`config.mk`:
```
export PLATFORM = sky130hd
export DESIGN_NAME = pid_filtered_derivative
export DESIGN_NICKNAME = d
export VERILOG_FILES = /design/src/design/pfd_pkg.sv /design/src/design/pid_filtered_derivative.sv
export SDC_FILE = /design/constraint.sdc
export NUM_CORES = 2
export LEC_CHECK = 0
export ABC_AREA = 1
export ABC_CLOCK_PERIOD_IN_PS = 11300
export BUFFER_PORTS_ARGS = -buffer_cell sky130_fd_sc_hd__buf_2
export CAP_MARGIN = 20
export CORE_UTILIZATION = 45
export CTS_CLUSTER_SIZE = 12
export DETAILED_ROUTE_END_ITERATION = 16
export GPL_ROUTABILITY_DRIVEN = 0
export GPL_TIMING_DRIVEN = 0
export SLEW_MARGIN = 25
export SYNTH_ARGS = -nofsm -noshare
export SYNTH_HDL_FRONTEND = slang
export SYNTH_SLANG_ARGS = --single-unit
```
`constraint.sdc`:
```
create_clock -name clk -period 11.3 [get_ports clk]
set_input_delay 0.565 -clock clk [delete_from_list [all_inputs] [get_ports clk]]
set_output_delay 0.565 -clock clk [all_outputs]
set_load 0.02 [all_outputs]
```
`src/design/pfd_pkg.sv`:
```
`default_nettype none
// ----------------------------------------------------------------------------
// pfd_pkg - shared types and helpers for the filtered-derivative PID
// Microcode word layout, register indexes, reset values and the rounding and
// clamping helpers used by the datapath.
// ----------------------------------------------------------------------------
package pfd_pkg;

	localparam int STEP_W = 4;
	typedef logic [STEP_W-1:0] step_t;

	typedef enum logic [2:0] {
		REG_GAIN_P      = 3'd0,
		REG_GAIN_I      = 3'd1,
		REG_GAIN_D      = 3'd2,
		REG_INT_LIMIT   = 3'd3,
		REG_TICK_PERIOD = 3'd4,
		REG_TICK_RATE   = 3'd5,
		REG_DERIV_ALPHA = 3'd6
	} reg_idx_t;

	localparam logic [15:0] TICK_PERIOD_RST = 16'd328;
	localparam logic [30:0] TICK_RATE_RST   = 31'd13107200;
	localparam logic [16:0] DERIV_ALPHA_RST = 17'd25735;

	// each term is held to +/-2^48 (Q32.32) before the sum
	localparam logic signed [63:0] TERM_LIM     = 64'sd281474976710656;
	localparam logic signed [63:0] TERM_LIM_NEG = -64'sd281474976710656;

	// multiplier operand pairs
	typedef enum logic [2:0] {
		MUL_NONE, MUL_GI, MUL_RATE, MUL_TH, MUL_TL, MUL_ALPHA, MUL_P, MUL_GD
	} mul_sel_t;

	// integral lane
	typedef enum logic [2:0] {
		IOP_NONE, IOP_T, IOP_HI, IOP_LO, IOP_INC, IOP_INTEG
	} iop_t;

	// derivative lane
	typedef enum logic [2:0] {
		DOP_NONE, DOP_RAW, DOP_DIF2, DOP_STEP, DOP_FILT
	} dop_t;

	// sum lane
	typedef enum logic [2:0] {
		SOP_NONE, SOP_PSUM, SOP_IACC, SOP_DACC, SOP_OUT
	} sop_t;

	typedef enum logic {
		JMP_NEVER, JMP_NO_ID
	} jmp_t;

	typedef struct packed {
		mul_sel_t msel;
		iop_t     iop;
		dop_t     dop;
		sop_t     sop;
		jmp_t     jmp;
		step_t    target;
		logic     last;
	} ctrl_t;

	// Microprogram. A product issued in one step is consumed in the next.
	function automatic ctrl_t ucode(input step_t s);
		ctrl_t c;
		c = '{msel: MUL_NONE, iop: IOP_NONE, dop: DOP_NONE, sop: SOP_NONE,
			jmp: JMP_NEVER, target: step_t'(0), last: 1'b0};
		unique case (s)
			step_t'(0): begin
				c.msel   = MUL_GI;
				c.jmp    = JMP_NO_ID;
				c.target = step_t'(5);
			end
			step_t'(1): begin
				c.msel = MUL_RATE;
				c.iop  = IOP_T;
			end
			step_t'(2): begin
				c.msel = MUL_TH;
				c.dop  = DOP_RAW;
			end
			step_t'(3): begin
				c.msel = MUL_TL;
				c.iop  = IOP_HI;
				c.dop  = DOP_DIF2;
			end
			step_t'(4): begin
				c.msel = MUL_ALPHA;
				c.iop  = IOP_LO;
			end
			step_t'(5): begin
				c.msel = MUL_P;
				c.iop  = IOP_INC;
				c.dop  = DOP_STEP;
			end
			step_t'(6): begin
				c.iop = IOP_INTEG;
				c.dop = DOP_FILT;
				c.sop = SOP_PSUM;
			end
			step_t'(7): begin
				c.msel = MUL_GD;
				c.sop  = SOP_IACC;
			end
			step_t'(8): begin
				c.sop = SOP_DACC;
			end
			step_t'(9): begin
				c.sop  = SOP_OUT;
				c.last = 1'b1;
			end
			default: begin
				c.last = 1'b1;
			end
		endcase
		return c;
	endfunction

	// divide by 2^16, rounding toward zero
	function automatic logic signed [63:0] trunc_shr16(input logic signed [63:0] x);
		logic signed [63:0] b;
		b = x + (x[63] ? 64'sd65535 : 64'sd0);
		return b >>> 16;
	endfunction

	// divide by 2^32, rounding toward zero
	function automatic logic signed [63:0] trunc_shr32(input logic signed [63:0] x);
		logic signed [63:0] b;
		b = x + (x[63] ? 64'sd4294967295 : 64'sd0);
		return b >>> 32;
	endfunction

	function automatic logic signed [49:0] clamp48(input logic signed [63:0] x);
		logic signed [49:0] r;
		if (x > TERM_LIM) begin
			r = TERM_LIM[49:0];
		end else if (x < TERM_LIM_NEG) begin
			r = TERM_LIM_NEG[49:0];
		end else begin
			r = x[49:0];
		end
		return r;
	endfunction

	function automatic logic signed [31:0] sat32(input logic signed [63:0] x);
		logic signed [31:0] r;
		if (x > 64'sd2147483647) begin
			r = 32'h7fff_ffff;
		end else if (x < -64'sd2147483648) begin
			r = 32'h8000_0000;
		end else begin
			r = x[31:0];
		end
		return r;
	endfunction

endpackage
`default_nettype wire

```
`src/design/pid_filtered_derivative.sv`:
```
`default_nettype none
// ----------------------------------------------------------------------------
// pid_filtered_derivative - PID controller with low-pass filtered derivative
// One signed Q16.16 error sample in, one saturated int16 drive value out, with
// the integrator, previous error and filtered derivative kept between ticks.
// ----------------------------------------------------------------------------
// Each transaction on the input occupies the sequencer from acceptance until
// it is free again: the acceptance and then ten microcode steps, one step per
// cycle unless the final step waits, set by the single shared 33x33 multiplier
// issuing at most one product per step. With both integral and derivative
// gains zero the program jumps from step 0 to step 5, past the rate, tick
// period and alpha multiplies. A new sample is taken whenever the sequencer is
// idle; the result sits in an output register until taken, and the final step
// waits only if that register is still full. Configuration writes are always
// accepted and must be made while no sample is in flight.
module pid_filtered_derivative (
	input  wire logic        clk,
	input  wire logic        arst_n,
	// configuration write channel
	input  wire logic        cfg_valid,
	output logic             cfg_ready,
	input  wire logic [2:0]  cfg_index,
	input  wire logic [31:0] cfg_data,
	// error samples
	input  wire logic        s_axis_tvalid,
	output logic             s_axis_tready,
	input  wire logic [31:0] s_axis_tdata,   // [31:0] error_sample
	// drive values
	output logic             m_axis_tvalid,
	input  wire logic        m_axis_tready,
	output logic [15:0]      m_axis_tdata,   // [15:0] drive
	output logic             m_axis_tuser    // [0] drive_saturated
);

	// configuration
	logic signed [31:0] gain_p_q, gain_i_q, gain_d_q;
	logic [30:0]        int_limit_q;
	logic [15:0]        tick_period_q;
	logic [30:0]        tick_rate_q;
	logic [16:0]        deriv_alpha_q;

	// sequencer
	logic                busy_q;
	pfd_pkg::step_t      step_q;
	pfd_pkg::ctrl_t      ctrl;
	logic                in_acc, hold, run, jump_take, gi_nz, gd_nz;

	// loop state
	logic signed [31:0] integ_q, perr_q, pd_q;

	// datapath
	logic signed [31:0] err_q;
	logic signed [32:0] diff_q;
	logic signed [63:0] prod_q;
	logic signed [47:0] t_q;
	logic signed [47:0] hi_q;
	logic signed [63:0] w_q;
	logic signed [47:0] inc_q;
	logic signed [31:0] raw_q;
	logic signed [32:0] d2_q;
	logic signed [34:0] stp_q;
	logic signed [50:0] sum_q;

	logic signed [32:0] mul_a, mul_b;
	logic signed [65:0] mul_full;
	logic signed [63:0] prod_tr, w_tr, whole;
	logic signed [48:0] isum, ilim, ilim_n;
	logic signed [31:0] integ_nx, filt_nx, lim32, lim32_n;
	logic signed [35:0] filt_sum;
	logic signed [49:0] term_cl;

	// output register
	logic               out_valid_q;
	logic [15:0]        drive_q;
	logic               sat_q;
	logic [15:0]        drive_nx;
	logic               sat_nx;

	assign cfg_ready     = 1'b1;
	assign s_axis_tready = !busy_q;
	assign in_acc        = s_axis_tvalid && !busy_q;
	assign m_axis_tvalid = out_valid_q;
	assign m_axis_tdata  = drive_q;
	assign m_axis_tuser  = sat_q;

	always_ff @(posedge clk or negedge arst_n) begin
		if (!arst_n) begin
			gain_p_q      <= '0;
			gain_i_q      <= '0;
			gain_d_q      <= '0;
			int_limit_q   <= '0;
			tick_period_q <= pfd_pkg::TICK_PERIOD_RST;
			tick_rate_q   <= pfd_pkg::TICK_RATE_RST;
			deriv_alpha_q <= pfd_pkg::DERIV_ALPHA_RST;
		end else if (cfg_valid) begin
			unique case (cfg_index)
				pfd_pkg::REG_GAIN_P:      gain_p_q      <= cfg_data;
				pfd_pkg::REG_GAIN_I:      gain_i_q      <= cfg_data;
				pfd_pkg::REG_GAIN_D:      gain_d_q      <= cfg_data;
				pfd_pkg::REG_INT_LIMIT:   int_limit_q   <= cfg_data[30:0];
				pfd_pkg::REG_TICK_PERIOD: tick_period_q <= cfg_data[15:0];
				pfd_pkg::REG_TICK_RATE:   tick_rate_q   <= cfg_data[30:0];
				pfd_pkg::REG_DERIV_ALPHA: deriv_alpha_q <= cfg_data[16:0];
				default: ;
			endcase
		end
	end

	assign gi_nz = |gain_i_q;
	assign gd_nz = |gain_d_q;

	// ---------------- sequencer ----------------
	assign ctrl      = pfd_pkg::ucode(step_q);
	assign hold      = busy_q && ctrl.last && out_valid_q && !m_axis_tready;
	assign run       = busy_q && !hold;
	assign jump_take = (ctrl.jmp == pfd_pkg::JMP_NO_ID) && !gi_nz && !gd_nz;

	always_ff @(posedge clk or negedge arst_n) begin
		if (!arst_n) begin
			busy_q <= 1'b0;
			step_q <= '0;
		end else if (in_acc) begin
			busy_q <= 1'b1;
			step_q <= '0;
		end else if (run) begin
			if (ctrl.last) begin
				busy_q <= 1'b0;
			end else if (jump_take) begin
				step_q <= ctrl.target;
			end else begin
				step_q <= step_q + pfd_pkg::step_t'(1);
			end
		end
	end

	// ---------------- shared multiplier ----------------
	always_comb begin
		mul_a = '0;
		mul_b = '0;
		unique case (ctrl.msel)
			pfd_pkg::MUL_GI: begin
				mul_a = {err_q[31], err_q};
				mul_b = {gain_i_q[31], gain_i_q};
			end
			pfd_pkg::MUL_RATE: begin
				mul_a = diff_q;
				mul_b = {2'b00, tick_rate_q};
			end
			pfd_pkg::MUL_TH: begin
				mul_a = {t_q[47], t_q[47:16]};
				mul_b = {17'd0, tick_period_q};
			end
			pfd_pkg::MUL_TL: begin
				mul_a = {17'd0, t_q[15:0]};
				mul_b = {17'd0, tick_period_q};
			end
			pfd_pkg::MUL_ALPHA: begin
				mul_a = d2_q;
				mul_b = {16'd0, deriv_alpha_q};
			end
			pfd_pkg::MUL_P: begin
				mul_a = {err_q[31], err_q};
				mul_b = {gain_p_q[31], gain_p_q};
			end
			pfd_pkg::MUL_GD: begin
				mul_a = {pd_q[31], pd_q};
				mul_b = {gain_d_q[31], gain_d_q};
			end
			default: ;
		endcase
	end

	assign mul_full = mul_a * mul_b;

	// ---------------- lane arithmetic ----------------
	assign prod_tr = pfd_pkg::trunc_shr16(prod_q);
	assign w_tr    = pfd_pkg::trunc_shr16(w_q);

	// integrator update, clamped to the limit
	assign isum   = {{17{integ_q[31]}}, integ_q} + {inc_q[47], inc_q};
	assign ilim   = {18'd0, int_limit_q};
	assign ilim_n = -ilim;

	always_comb begin
		if (isum > ilim) begin
			integ_nx = ilim[31:0];
		end else if (isum < ilim_n) begin
			integ_nx = ilim_n[31:0];
		end else begin
			integ_nx = isum[31:0];
		end
	end

	assign filt_sum = {{4{pd_q[31]}}, pd_q} + {stp_q[34], stp_q};
	assign filt_nx  = pfd_pkg::sat32({{28{filt_sum[35]}}, filt_sum});
	assign term_cl  = pfd_pkg::clamp48(prod_q);

	// truncate the Q32.32 sum to an integer and saturate to int16
	assign whole = pfd_pkg::trunc_shr32({{13{sum_q[50]}}, sum_q});

	always_comb begin
		if (whole > 64'sd32767) begin
			drive_nx = 16'h7fff;
			sat_nx   = 1'b1;
		end else if (whole < -64'sd32768) begin
			drive_nx = 16'h8000;
			sat_nx   = 1'b1;
		end else begin
			drive_nx = whole[15:0];
			sat_nx   = 1'b0;
		end
	end

	// ---------------- datapath registers ----------------
	always_ff @(posedge clk) begin
		if (in_acc) begin
			err_q  <= s_axis_tdata;
			diff_q <= {s_axis_tdata[31], s_axis_tdata} - {perr_q[31], perr_q};
		end
		if (run) begin
			if (ctrl.msel != pfd_pkg::MUL_NONE) begin
				prod_q <= mul_full[63:0];
			end
			unique case (ctrl.iop)
				pfd_pkg::IOP_T:   t_q   <= prod_tr[47:0];
				pfd_pkg::IOP_HI:  hi_q  <= prod_q[47:0];
				pfd_pkg::IOP_LO:  w_q   <= {hi_q, 16'd0} + prod_q;
				pfd_pkg::IOP_INC: inc_q <= w_tr[47:0];
				default: ;
			endcase
			unique case (ctrl.dop)
				pfd_pkg::DOP_RAW:  raw_q <= pfd_pkg::sat32(prod_tr);
				pfd_pkg::DOP_DIF2: d2_q  <= {raw_q[31], raw_q} - {pd_q[31], pd_q};
				pfd_pkg::DOP_STEP: stp_q <= prod_tr[34:0];
				default: ;
			endcase
			unique case (ctrl.sop)
				pfd_pkg::SOP_PSUM: sum_q <= {term_cl[49], term_cl};
				pfd_pkg::SOP_IACC: begin
					if (gi_nz) begin
						sum_q <= sum_q + {{3{integ_q[31]}}, integ_q, 16'd0};
					end
				end
				pfd_pkg::SOP_DACC: begin
					if (gd_nz) begin
						sum_q <= sum_q + {term_cl[49], term_cl};
					end
				end
				pfd_pkg::SOP_OUT: begin
					drive_q <= drive_nx;
					sat_q   <= sat_nx;
				end
				default: ;
			endcase
		end
	end

	// loop state, committed only when its gain is non-zero
	always_ff @(posedge clk or negedge arst_n) begin
		if (!arst_n) begin
			integ_q <= '0;
			perr_q  <= '0;
			pd_q    <= '0;
		end else if (run) begin
			if (ctrl.iop == pfd_pkg::IOP_INTEG && gi_nz) begin
				integ_q <= integ_nx;
			end
			if (ctrl.dop == pfd_pkg::DOP_FILT && gd_nz) begin
				pd_q   <= filt_nx;
				perr_q <= err_q;
			end
		end
	end

	always_ff @(posedge clk or negedge arst_n) begin
		if (!arst_n) begin
			out_valid_q <= 1'b0;
		end else if (run && ctrl.sop == pfd_pkg::SOP_OUT) begin
			out_valid_q <= 1'b1;
		end else if (m_axis_tready) begin
			out_valid_q <= 1'b0;
		end
	end

	// ---------------- assertions ----------------
	assign lim32   = {1'b0, int_limit_q};
	assign lim32_n = -lim32;

	a_integ_in_limit: assert property (@(posedge clk) disable iff (!arst_n)
		(run && ctrl.iop == pfd_pkg::IOP_INTEG && gi_nz)
		|=> (integ_q <= lim32 && integ_q >= lim32_n))
		else $error("integrator outside clamp after update");

	a_sat_value: assert property (@(posedge clk) disable iff (!arst_n)
		(m_axis_tvalid && m_axis_tuser)
		|-> (m_axis_tdata == 16'h7fff || m_axis_tdata == 16'h8000))
		else $error("saturation flag without a rail value");

	a_end_on_last: assert property (@(posedge clk) disable iff (!arst_n)
		$fell(busy_q) |-> $past(ctrl.last))
		else $error("sequencer left busy before the final step");

	a_hold_step: assert property (@(posedge clk) disable iff (!arst_n)
		hold |=> (busy_q && $stable(step_q)))
		else $error("final step lost while output register full");

endmodule
`default_nettype wire
```
==> impl_results.md <==
- CP Depth: 44
- Hold Crit Start: s_axis_tdata[29]
- Die area: 213000 um^2
- Max Cap Viol: 0
- Slowest cell on the critical path: fa_1
- Ys async rst share: 36.7%
- Max-Slew Margin vs Limit: between 10% and 20%
- Tmin final: ~11000 ps
- Outcome: complete, no violations
- Crit Path Class: flop to flop
- DP Wirelength: 297000 um
- Insertion delay to the later sink of the worst-skew pair: between 700 and 800 ps
- Rows: 168
- Tcrit/Tclk final: 97.6%
- CP most frequent cell: nand2_1
- Synthesized flop and latch total: 798
- FF-to-FF End: prod_q[50]$_DFFE_PP_
- GR Util All Layers: 33.4%
- First-pass iteration count of the detailed router: 6
- Pre-CTS WS: -1480 ps
- Commonest non-fill, non-tap cell in the layout: nand2_1
- CP arrival: 11520 ps
- Die span in y: 461 um
- Clock net sink count: about 800
- Slew Viols, Final: 0
- Top Ports: 92
- EDFF count, synth: 505
- Chip Width: 461 um
- Fin worst setup slack: 269 ps
- Worst hold endpoint: err_q[29]$_DFFE_PP_
- CTS tree: done
- Most frequent cells in the layout: 2943 x nand2_1, 2544 x inv_1, 1127 x fa_1
- DR DRC count: 0
- Via-to-Cell Ratio: 5.58
- H-tree lvl count: 3
- CP Launch Type: flop
- Largest stage delay on the critical path: 620 ps
- GR Overflow Total: 0
- Syn_area_per_cell: ~7.9 um^2
- Max Fanout on Critical Path: 10
- Main synth FF type: edfxtp_1
- Worst-Margin Slew: 1200 ps
- Post-route setup TNS: 0 ps
- First-pass GRT wire length: about 520000 um
- Register area share after synthesis: 23.7%
- CORE AREA: ~210000 um^2
- Synth cell types: 66
- Post-Syn Nets: 13800
- Via Count: 84700
- Worst Skew: 71.7 ps
- Family with the most delay on the worst path: adder cells
- Hold path depth: 1
- CP required: between 10000 and 15000 ps
- Worst path bufs/invs: 13
- P&R area growth vs syn: 9.55%
- CP endpoint kind: flop
- Worst R2R Path Depth: 44
- Pin count of the biggest net entering global routing: between 80 and 90
- Final Util: 49.6%
- Overall routed net length: 354000 um
- Antenna-violating nets left: 0
- Share of layout cells above drive strength 1: between 6 and 7%
- Port Buffers: 90
- Routed len/inst: 23.3 um
- # setup viols final: 0
- Initial antenna violation count: 28
- Reg2reg start: step_q[0]$_DFFE_PN0P_
- Final hold viol count: 0
- Gate Count Post-Synth: between 10000 and 15000
- Layout Nets: 14100
- R2R Setup Slk: between 200 and 300 ps
- First-iteration detailed-routing DRC count: ~9500
- Cts bufs inserted: 92
- Worst hold path class: primary input to flop
- Vias in the first global route: 83300
- Clock root buffer: clkbuf_16
- Max clock buf depth: 3
- Synthesis warning total: 0
- Tightest hold margin: around 54 ps
- CTS clk-pin slew, worst paths: 60 ps
- Fmax: 90.7 MHz
- Starting Density: a little under half
- Mapped cell area: roughly 95000 um^2
how the worst max path moves through the flow:
stage | to | slack (ps) | from
floorplan | prod_q[56]$_DFFE_PP_ | 1900 | step_q[0]$_DFFE_PN0P_
global placement | prod_q[60]$_DFFE_PP_ | -1340 | step_q[0]$_DFFE_PN0P_
detailed placement | prod_q[60]$_DFFE_PP_ | -1480 | step_q[0]$_DFFE_PN0P_
global route | prod_q[61]$_DFFE_PP_ | -30 | step_q[0]$_DFFE_PN0P_
CTS | prod_q[57]$_DFFE_PP_ | 30 | step_q[0]$_DFFE_PN0P_
finish | prod_q[50]$_DFFE_PP_ | 270 | step_q[0]$_DFFE_PN0P_
cell type report:
| type | count | area, um^2 |
|---|---|---|
| antenna | 9 | 22.5 |
| buffer | 311 | 1550 |
| clock buffer | 125 | 2560 |
| clock inverter | 45 | 523 |
| fill | 20500 | 106000 |
| inverter | 2593 | 9770 |
| multi-input combinational | 8280 | 61800 |
| sequential | 798 | 22500 |
| tap | 2805 | 3510 |
| timing repair buffer | 215 | 1750 |
logic make-up (layout without fill, tap and decap cells):
group | after synthesis | after routing | share of synthesized area, %
buffers and inverters | 2905 | 3289 | 11.8
adder cells (fa/ha/maj) | 1767 | 1767 | 32.2
AO/OA/AOI/OAI | 1480 | 1480 | 8.77
AND/OR/NAND/NOR | 4691 | 4691 | 20.4
flip-flops | 798 | 798 | 23.7
other | 1 | 10 | 0.00395
XOR/XNOR | 341 | 341 | 3.15
routing by layer:
layer	up-vias	global-route usage (%)	share of wire (%)
li1	37900	-	-
met1	41400	43.0	38
met2	4594	50.5	43
met3	833	9.85	12
met4	16	17.4	6.1
met5	-	0	0.045
synth_stat cells (all sizes together) (10+ instances only):
cell type / instances / share of area [%]
nor4: 99 / 0.87
nand3b: 14 / 0.11
nand4: 115 / 0.83
edfxtp: 505 / 16
o21ai: 565 / 3.0
dfstp: 13 / 0.36
ha: 635 / 8.4
clkbuf: 133 / 0.53
a21boi: 17 / 0.13
nand2: 2957 / 12
a31oi: 40 / 0.26
a21o: 43 / 0.34
nor3: 181 / 1.0
o21bai: 39 / 0.31
a221oi: 40 / 0.38
and3: 10 / 0.066
o211ai: 27 / 0.21
a21oi: 597 / 3.2
xor2: 242 / 2.2
nand3: 335 / 1.8
a22o: 43 / 0.40
buf: 179 / 0.99
nor2: 951 / 3.8
o21a: 22 / 0.17
or2: 23 / 0.15
o31ai: 10 / 0.079
xnor2: 99 / 0.91
fa: 1132 / 24
dfrtp: 280 / 7.4
inv: 2584 / 10
state kept, by name, indices dropped and copies added, names as in the netlist, 33 cells and up:
register	flops
hi_q	48
sum_q	51
t_q	48
stp_q	35
diff_q	33
prod_q	64
d2_q	33
w_q	64
inc_q	48
per-stage QoR:
| stage | std cells | instance area, um^2 |
|---|---|---|
| after floorplan | 12000 | 95000 |
| after CTS | 15100 | 103000 |
| after detailed placement | 15000 | 99800 |
| final | 15200 | 104000 |
| after global routing | 15200 | 104000 |
| after global placement | 14900 | 98900 |
timing repair:
| item | 4_1_cts | 5_1_grt |
|---|---|---|
| pin swaps | 9 | 21 |
| endpoints found under the hold margin | 33 | 0 |
| buffers inserted | 21 | 28 |
| endpoints found under the setup margin | 33 | 19 |
| gates resized for setup | 47 | 135 |
| hold buffers | 4 | 0 |
Power is left out: the tool's default activity adds up to more than one toggle a clock period on the data nets, which glitch-free logic cannot reach.
